===== src/rtl/core/ort_pkg.sv =====
// Package for the ordered record table: record type, codes and state encoding.
package ort_pkg;

  localparam int KEY_W   = 16;
  localparam int NAME_W  = 64;
  localparam int TIME_W  = 32;
  localparam int PARTY_W = 8;
  localparam int ACT_W   = 3;
  localparam int STAT_W  = 3;

  // Packed so that the key sits in the lowest bits, matching tdata.
  typedef struct packed {
    logic [PARTY_W-1:0] party_size;
    logic [TIME_W-1:0]  time_code;
    logic [NAME_W-1:0]  name_code;
    logic [KEY_W-1:0]   rec_key;
  } rec_t;

  localparam int REC_W = $bits(rec_t);

  typedef enum logic [ACT_W-1:0] {
    ACT_INSERT = 3'd0,
    ACT_SEARCH = 3'd1,
    ACT_UPDATE = 3'd2,
    ACT_DELETE = 3'd3,
    ACT_LIST   = 3'd4
  } act_t;

  typedef enum logic [STAT_W-1:0] {
    ST_OK        = 3'd0,
    ST_NOT_FOUND = 3'd1,
    ST_BAD_KEY   = 3'd2,
    ST_FULL      = 3'd3,
    ST_EMPTY     = 3'd4
  } status_t;

  typedef enum logic [2:0] {
    S_IDLE,
    S_DISPATCH,
    S_INS_CHK,
    S_SCAN_CHK,
    S_SHIFT,
    S_LIST_CHK,
    S_EMIT
  } state_t;

  typedef struct packed {
    logic eq;
    logic gt;
  } cmp_res_t;

endpackage


===== src/rtl/core/ort_mem.sv =====
// Record memory: one write port and one read port with registered read data.
module ort_mem
  import ort_pkg::*;
#(
  parameter int DEPTH = 32,
  parameter int AW    = 5
) (
  input  logic          clk,
  input  logic          we,
  input  logic [AW-1:0] wr_addr,
  input  rec_t          wr_data,
  input  logic [AW-1:0] rd_addr,
  output rec_t          rd_data
);

  rec_t mem [DEPTH];

  always_ff @(posedge clk) begin
    if (we) begin
      mem[wr_addr] <= wr_data;
    end
  end

  always_ff @(posedge clk) begin
    rd_data <= mem[rd_addr];
  end

endmodule


===== src/rtl/core/ort_cmp.sv =====
// Shared key comparator used by the insert order check and the table scan.
module ort_cmp
  import ort_pkg::*;
(
  input  logic [KEY_W-1:0] a_key,
  input  logic [KEY_W-1:0] b_key,
  output cmp_res_t         res
);

  assign res.eq = (a_key == b_key);
  assign res.gt = (a_key > b_key);

endmodule


===== src/rtl/core/ordered_record_table.sv =====
// Top level of the ordered record table: sequencer, record memory and output register.
//
//   channel | dir | tdata (low bit up)                            | tuser       | tlast
//   in_     | in  | record_key, name_code, time_code, party_size  | action      | -
//   out_    | out | out_key, out_name, out_time, out_party        | status      | last
//
// An item is accepted in the idle state and decoded in the next cycle. Search, update
// and delete then walk the memory one slot per cycle through the single read port;
// insert checks only the last stored record, and list reads one record per result.
// in_tready is high only in the idle state. Reset clears the record count and the control
// state; the memory itself is not cleared. A stalled result holds in the output register
// and the sequencer waits in the emit state before emitting the next one.
module ordered_record_table
  import ort_pkg::*;
#(
  parameter int TABLE_DEPTH = 32
) (
  input  logic         clk,
  input  logic         rst_n,
  input  logic         in_tvalid,
  output logic         in_tready,
  input  logic [119:0] in_tdata,   // record_key, name_code, time_code, party_size
  input  logic [2:0]   in_tuser,   // action
  output logic         out_tvalid,
  input  logic         out_tready,
  output logic [119:0] out_tdata,  // out_key, out_name, out_time, out_party
  output logic [2:0]   out_tuser,  // status
  output logic         out_tlast
);

  localparam int AW = $clog2(TABLE_DEPTH);
  localparam int CW = $clog2(TABLE_DEPTH + 1);

  state_t          state_r, state_nxt;
  logic [ACT_W-1:0] act_r;
  rec_t            rec_in_r;
  logic [CW-1:0]   used_r, used_nxt;
  logic [AW-1:0]   idx_r, idx_nxt;
  status_t         res_status_r, res_status_nxt;
  rec_t            res_rec_r, res_rec_nxt;
  logic            res_last_r, res_last_nxt;

  logic            out_valid_r;
  status_t         out_status_r;
  rec_t            out_rec_r;
  logic            out_last_r;

  logic            we;
  logic [AW-1:0]   wr_addr;
  rec_t            wr_data;
  logic [AW-1:0]   rd_addr;
  rec_t            rd_data;
  cmp_res_t        cmp;

  logic            accept;
  logic            slot_free;
  logic            emit_go;
  logic [CW-1:0]   idx_p1;
  logic [CW-1:0]   idx_p2;

  assign accept    = in_tvalid && in_tready;
  assign in_tready = (state_r == S_IDLE);
  assign slot_free = !out_valid_r || out_tready;
  assign emit_go   = (state_r == S_EMIT) && slot_free;
  assign idx_p1    = CW'(idx_r) + CW'(1);
  assign idx_p2    = CW'(idx_r) + CW'(2);

  ort_mem #(
    .DEPTH (TABLE_DEPTH),
    .AW    (AW)
  ) u_mem (
    .clk     (clk),
    .we      (we),
    .wr_addr (wr_addr),
    .wr_data (wr_data),
    .rd_addr (rd_addr),
    .rd_data (rd_data)
  );

  ort_cmp u_cmp (
    .a_key (rec_in_r.rec_key),
    .b_key (rd_data.rec_key),
    .res   (cmp)
  );

  always_comb begin
    state_nxt      = state_r;
    used_nxt       = used_r;
    idx_nxt        = idx_r;
    res_status_nxt = res_status_r;
    res_rec_nxt    = res_rec_r;
    res_last_nxt   = res_last_r;
    we             = 1'b0;
    wr_addr        = idx_r;
    wr_data        = rd_data;
    rd_addr        = idx_r;

    case (state_r)
      S_IDLE: begin
        if (accept) begin
          state_nxt = S_DISPATCH;
        end
      end

      S_DISPATCH: begin
        res_rec_nxt  = '0;
        res_last_nxt = 1'b1;
        idx_nxt      = '0;
        rd_addr      = '0;
        state_nxt    = S_EMIT;
        case (act_r)
          ACT_INSERT: begin
            if (rec_in_r.rec_key == '0) begin
              res_status_nxt = ST_BAD_KEY;
            end else if (used_r == CW'(TABLE_DEPTH)) begin
              res_status_nxt = ST_FULL;
            end else if (used_r == '0) begin
              we             = 1'b1;
              wr_addr        = '0;
              wr_data        = rec_in_r;
              used_nxt       = CW'(1);
              res_status_nxt = ST_OK;
              res_rec_nxt    = rec_in_r;
            end else begin
              // Fetch the last stored record for the ascending-key check.
              rd_addr   = AW'(used_r - CW'(1));
              state_nxt = S_INS_CHK;
            end
          end
          ACT_SEARCH, ACT_UPDATE, ACT_DELETE: begin
            if (rec_in_r.rec_key == '0 || used_r == '0) begin
              res_status_nxt = ST_NOT_FOUND;
            end else begin
              state_nxt = S_SCAN_CHK;
            end
          end
          ACT_LIST: begin
            if (used_r == '0) begin
              res_status_nxt = ST_EMPTY;
            end else begin
              state_nxt = S_LIST_CHK;
            end
          end
          default: begin
            state_nxt = S_IDLE;
          end
        endcase
      end

      S_INS_CHK: begin
        state_nxt = S_EMIT;
        if (cmp.gt) begin
          we             = 1'b1;
          wr_addr        = AW'(used_r);
          wr_data        = rec_in_r;
          used_nxt       = used_r + CW'(1);
          res_status_nxt = ST_OK;
          res_rec_nxt    = rec_in_r;
        end else begin
          res_status_nxt = ST_BAD_KEY;
        end
      end

      S_SCAN_CHK: begin
        // The read port already holds the slot at idx_r; the address for the
        // following slot is issued here so the scan moves one slot per cycle.
        if (cmp.eq) begin
          res_status_nxt = ST_OK;
          res_rec_nxt    = rd_data;
          state_nxt      = S_EMIT;
          case (act_r)
            ACT_UPDATE: begin
              wr_data            = rd_data;
              wr_data.time_code  = rec_in_r.time_code;
              wr_data.party_size = rec_in_r.party_size;
              we                 = 1'b1;
              res_rec_nxt        = wr_data;
            end
            ACT_DELETE: begin
              if (idx_p1 < used_r) begin
                rd_addr   = AW'(idx_p1);
                state_nxt = S_SHIFT;
              end else begin
                used_nxt = used_r - CW'(1);
              end
            end
            default: begin
            end
          endcase
        end else if (idx_p1 == used_r) begin
          res_status_nxt = ST_NOT_FOUND;
          res_rec_nxt    = '0;
          state_nxt      = S_EMIT;
        end else begin
          idx_nxt   = AW'(idx_p1);
          rd_addr   = AW'(idx_p1);
        end
      end

      S_SHIFT: begin
        // The read port holds slot idx_r + 1; move it down one slot.
        we      = 1'b1;
        wr_addr = idx_r;
        wr_data = rd_data;
        if (idx_p2 < used_r) begin
          idx_nxt = AW'(idx_p1);
          rd_addr = AW'(idx_p2);
        end else begin
          used_nxt  = used_r - CW'(1);
          state_nxt = S_EMIT;
        end
      end

      S_LIST_CHK: begin
        res_status_nxt = ST_OK;
        res_rec_nxt    = rd_data;
        res_last_nxt   = (idx_p1 == used_r);
        state_nxt      = S_EMIT;
      end

      S_EMIT: begin
        if (slot_free) begin
          if (res_last_r) begin
            state_nxt = S_IDLE;
          end else begin
            idx_nxt   = AW'(idx_p1);
            rd_addr   = AW'(idx_p1);
            state_nxt = S_LIST_CHK;
          end
        end
      end

      default: begin
        state_nxt = S_IDLE;
      end
    endcase
  end

  always_ff @(posedge clk) begin
    if (!rst_n) begin
      state_r <= S_IDLE;
      used_r  <= '0;
    end else begin
      state_r <= state_nxt;
      used_r  <= used_nxt;
    end
  end

  always_ff @(posedge clk) begin
    if (accept) begin
      act_r    <= in_tuser;
      rec_in_r <= rec_t'(in_tdata);
    end
    idx_r        <= idx_nxt;
    res_status_r <= res_status_nxt;
    res_rec_r    <= res_rec_nxt;
    res_last_r   <= res_last_nxt;
  end

  always_ff @(posedge clk) begin
    if (!rst_n) begin
      out_valid_r <= 1'b0;
    end else if (emit_go) begin
      out_valid_r <= 1'b1;
    end else if (out_tready) begin
      out_valid_r <= 1'b0;
    end
  end

  always_ff @(posedge clk) begin
    if (emit_go) begin
      out_status_r <= res_status_r;
      out_rec_r    <= res_rec_r;
      out_last_r   <= res_last_r;
    end
  end

  assign out_tvalid = out_valid_r;
  assign out_tdata  = out_rec_r;
  assign out_tuser  = out_status_r;
  assign out_tlast  = out_last_r;

endmodule


===== config.mk =====
export PLATFORM = sky130hd
export DESIGN_NAME = ordered_record_table
export DESIGN_NICKNAME = d
export VERILOG_FILES = /design/src/rtl/core/ort_pkg.sv /design/src/rtl/core/ort_mem.sv /design/src/rtl/core/ort_cmp.sv /design/src/rtl/core/ordered_record_table.sv
export SDC_FILE = /design/constraint.sdc
export NUM_CORES = 2
export LEC_CHECK = 0
export BUFFER_PORTS_ARGS = -buffer_cell sky130_fd_sc_hd__buf_2
export CAP_MARGIN = 5
export CORE_UTILIZATION = 40
export CTS_CLUSTER_DIAMETER = 100
export DETAILED_ROUTE_END_ITERATION = 8
export PLACE_DENSITY_LB_ADDON = 0.12
export SYNTH_ARGS = -nofsm -noshare
export SYNTH_HDL_FRONTEND = slang
export SYNTH_SLANG_ARGS = --single-unit

===== constraint.sdc =====
create_clock -name clk -period 16.25 [get_ports clk]
set_input_delay 3.25 -clock clk [delete_from_list [all_inputs] [get_ports clk]]
set_output_delay 3.25 -clock clk [all_outputs]
set_load 0.02 [all_outputs]

# Word-level counts from Yosys, hierarchy flattened
# Memory sizes are Yosys's and may differ from the RTL's. A register that Yosys moved wholly into a read port is not among the register bits.
# Cells that the tools add are included.
# classes
n_mux,85
magnitude_cmp,3
n_reduce_logical,21
n_addsub,4
eq_ne,31
# ops
cell,n
120-bit two-way mux,14
120-bit case mux with 4 select lines,1
120-bit case mux with 3 select lines,1
5-bit two-way mux,18
6-bit two-way mux,9
3-bit two-way mux,17
5-bit case mux with 4 select lines,2
6-bit case mux with 4 select lines,1
2-bit inequality test (second input constant),10
3-bit case mux with 3 select lines,2
3-bit case mux with 6 select lines,1
16-bit == test,1
16-bit > comparator,1
16-bit logical NOT,1
3-bit by 2-bit == test with 1-bit output (second input constant),4
3-bit == test (second input constant),4
6-bit less-than comparator,2
3-bit case mux with 4 select lines,1
4-bit nonzero test,3
1-bit two-way mux,11
5-bit case mux with 2 select lines,1
10-bit AND reduction,1
3-bit inequality test (second input constant),3
2-bit two-way mux,4
23 further kinds,31
# word_totals
in_bits,127
wordCells,166
mem_bits_rw,3840
register_bits,386
mem_count,1
output_inout_bits,126
# mem_list
name,depth,width,read_ports,rd_ports_with_merged_regs,write_ports,line,text
u_mem.mem,32,120,1,1,1,ort_mem.sv:16,rec_t mem [DEPTH];

# Longest topological paths before layout
# logic_depth
depth_word,8
mapped_depth,20
ltp_nobuf,13

# By module
# From an unflattened synthesis, not the netlist that was laid out.
# unflattened
hier_cells,8336
hier_area_um2,165236.0
# modules_own_cells
mod,area_per_inst_um2,instances,cells_per_inst,seq_area_each_um2
ort_mem,148112.1,1,6974,117712.9
ordered_record_table,16718.5,1,1307,11491.0
ort_cmp,405.4,1,55,0.0

# Least setup slack after synthesis
# No wires, ideal clock.
# synth_timing
path_type,reg-to-reg
start,reg used_r[0]
end,"mem u_mem.mem[0][0] in the netlist's numbering, enable pin"
n_path_buf,2
setup_time_ns,0.771
t_arrival_ns,11.452
slack_ns,4.027
stages_incl_launch_ff,13
t_required_ns,15.479
synth_period_minus_slack_ns,12.223
cell_sequence,dfxtp_1 clkbuf_1 inv_1 ha_1 nor4b_2 and2_1 nand2_1 nor3_1 nand2b_1 o21ai_1 clkbuf_1 o211ai_1 nor3b_1
# synth_via
elab_chain_len,8
word_cells_on_any_way,15
cone_classes,1 x eq/ne; 13 x mux; 1 x reduce/logical
# synth_lines
element,line,text
from (decl),ordered_record_table.sv:37,"logic [CW-1:0] used_r, used_nxt;"
from (signal assigned),ordered_record_table.sv:245,used_r <= used_nxt;
6-bit logical NOT,ordered_record_table.sv:117,end else if (used_r == '0) begin
1-bit two-way mux,ordered_record_table.sv:117,
1-bit two-way mux,ordered_record_table.sv:115,end else if (used_r == CW'(TABLE_DEPTH)) begin
1-bit two-way mux,ordered_record_table.sv:113,if (rec_in_r.rec_key == '0) begin
1-bit two-way mux,ordered_record_table.sv:111,case (act_r)
1-bit case mux with 4 select lines,ordered_record_table.sv:98,case (state_r)
1-bit two-way mux,ort_mem.sv:19,if (we) begin
1-bit two-way mux (not written as such),ort_mem.sv:20,mem[wr_addr] <= wr_data;
to (decl),ort_mem.sv:16,
# Parallel ways exist; a longest one is shown, timed or not.

# Final worst setup path
# layout_timing
start,in out_tready
end,reg u_mem.rd_data[63] (netlist name)
# layout_via
elab_chain_len,3
# layout_lines
element,line,text
from (decl),ordered_record_table.sv:25,"input logic out_tready,"
1-bit logical OR,ordered_record_table.sv:63,assign slot_free = !out_valid_r || out_tready;
5-bit two-way mux,--,
5-bit case mux with 4 select lines,ordered_record_table.sv:98,
# No other way between the ends.
# A chain may end at the register's enable or synchronous reset.

==> metrics.txt <==
post-synthesis sequential area ratio 77.5%; data required time of the worst path 17080 ps; Seq cells post-synth 4346; Worst Skew 53.1 ps; ys async rst share 0%; Ports 253; nature of the critical path endpoint register; P&R area growth vs syn 13.9%; max-slew violations 0; clock latency on the worst-skew pair 1010 ps; Vias 89300; most frequent cells in the layout edfxtp_1, mux2i_1, nand2_1; power per cell area 215 mW/mm²; period utilization 46.8%; dpl hpwl 250 mm; TritonCTS clock tree done; main area contributors after synthesis edfxtp_1, mux4_2, mux2i_1; global-route wire length before repair 700 mm; crit path launch out_tready; outcome completed; max-cap viol count 0; Hold Path Class reg2reg; Max VDD drop 0.000360 V; most common cell after layout, fill and taps aside edfxtp_1; Synthesized Nets 9039; post-route setup TNS 0 ps; pin count of the biggest net entering global routing 128; GRT Total Usage 23.7%; Cells after Synth 8880; top cell type's share of synthesized area 75.9%; number of setup violations in the final report 0; crit-path max FO 117; Clock Tree Buf Depth 4; CTS buffer count 459; FF-to-FF Start idx_r[2]; router iterations before antenna repair 7; Relative slew margins 15.3%; grt ovf 0; syn avg cell area 18.8 µm²; DRT antenna net count 0; WL final 508 mm; RSZ-0062 raised after global routing false; Synth Warn # 0; I/O Buffers 252; hold buffer count at cts 0; post-synth top area cell edfxtp_1; Hold Vio Cnt, Final 0; post-synth cell types 80; Routed met2 length 234 mm; initial DRC count 11000; post-cts resize count 0; Die Span Y 648 µm; vias in the first global route 87900; clock sinks 4346; worst hold start res_rec_r[68]; DIE AREA 0.419 mm²; fin crit period 7610 ps; leakage power 63.4 nW; Final #Nets 9435; core area 0.414 mm²; Cell Area, Synth 0.167 mm²; row cnt 236; Initial Util 40.3%; Final GP Congestion 0.822; minimum hold slack 376 ps; WL met1 225 mm; uppermost layer routed met4; Via density 5.89; initial antenna violation count 27; wire length per cell 33.5 µm; CTS root buf clkbuf_16; layout cell share with drive strength beyond 1 18.5%; Die Span X 648 µm; CP Launch Type primary input; Setup Buffers After CTS 0; commonest register cell after synthesis edfxtp_1; Met3 Wirelength 36.4 mm; Setup CP Type in2reg; DRC 0; crit path DAT 8440 ps; level count of the clock H-tree 5; Post-synth EDFFs 4216; Clk pin slew, worst setup/hold paths 60 ps; worst-margin pin slew 1270 ps; Max Clk Rate 0.131 GHz
## routing by layer
metal / track usage, % / up-vias
met2: 37.4 / 3789
met3: 3.26 / 703
met1: 34.9 / 47900
met4: 5.71 / 0
met5: 0 / -
li1: - / 36900
## registers in the layout, summed over array words and instances, names as in the netlist
name,flops
act_r,3
idx_r,5
out_tdata,120
out_tlast,1
out_tuser,3
out_tvalid,1
rec_in_r,120
res_last_r,1
res_rec_r,120
res_status_r,3
state_r,3
u_mem.mem,3840
u_mem.rd_data,120
used_r,6
## worst max-delay path: stages
cell and delay (ps):
buf_2 90, nand2b_1 180, nand2_1 170, o31a_1 270, a41o_1 280, o221ai_4 90, buf_12 700, buf_4 800
buf_12 730, buf_4 870, mux2i_1 280, mux2i_1 110, a22oi_1 240, nand4_1 130
## synthesized netlist by cell type (all sizes together), types with 37 or more instances
cell type and number:
edfxtp 4216, mux2i 924, nand2 795, mux4 435
nand3 332, buf 264, clkbuf 263, a22oi 242
a32oi 174, dfxtp 130, a22o 109, mux2 107
nand4 99, nor2 78, and3 73, a31oi 66
inv 61, o21ai 56, a211oi 47, a21oi 47
nor4 41, o211ai 37
## final timing paths
path	to	cells after the start	slack, ps
worst max-delay path	u_mem.rd_data[63]	14	8640
worst min-delay path	out_tdata[68]	0	380
worst max register to register	u_mem.rd_data[63]	17	8690
worst min register to register	out_tdata[68]	0	380
## cell families after synthesis
group | after synthesis | synth area share, %
AND/OR/NAND/NOR | 1537 | 4.25
AO/OA/AOI/OAI | 900 | 4.16
buffers and inverters | 588 | 1.66
flip-flops | 4346 | 77.5
adder cells (fa/ha/maj) | 32 | 0.240
multiplexers | 1466 | 12.1
XOR/XNOR | 11 | 0.0578
## stage by stage
| step | instances | total power (W) | setup slack (ps) | cell area (µm²) | util [%] |
|---|---|---|---|---|---|
| after global placement | 14300 | 0.0304 | 7700 | 175000 | 42.2 |
| after CTS | 15200 | 0.0410 | 8740 | 190000 | 45.8 |
| after global routing | 15200 | 0.0424 | 8370 | 190000 | 45.9 |
| after detailed placement | 14300 | 0.0306 | 7690 | 175000 | 42.2 |
| final | 15200 | 0.0408 | 8640 | 190000 | 45.9 |
| after floorplan | 8880 | 0.0253 | 4030 | 167000 | - |
## where the power goes
group | internal [W] | switching [W]
clock network | 0.00601 | 0.00442
logic | 0.00472 | 0.00991
registers | 0.0152 | 0.000530
total | 0.0260 | 0.0149
## final cells by class
type                    count  area, µm²
flip-flops and latches   4346     129000
clock inverters           226       2220
clock buffers             643      12800
repair buffers            462       3260
well taps                5474       6850
inverters                  61        229
multi-input cells        3946      35300
fillers                 35200     224000
diodes                      7       17.5
No activity file was read; power rests on OpenSTA's default activity.
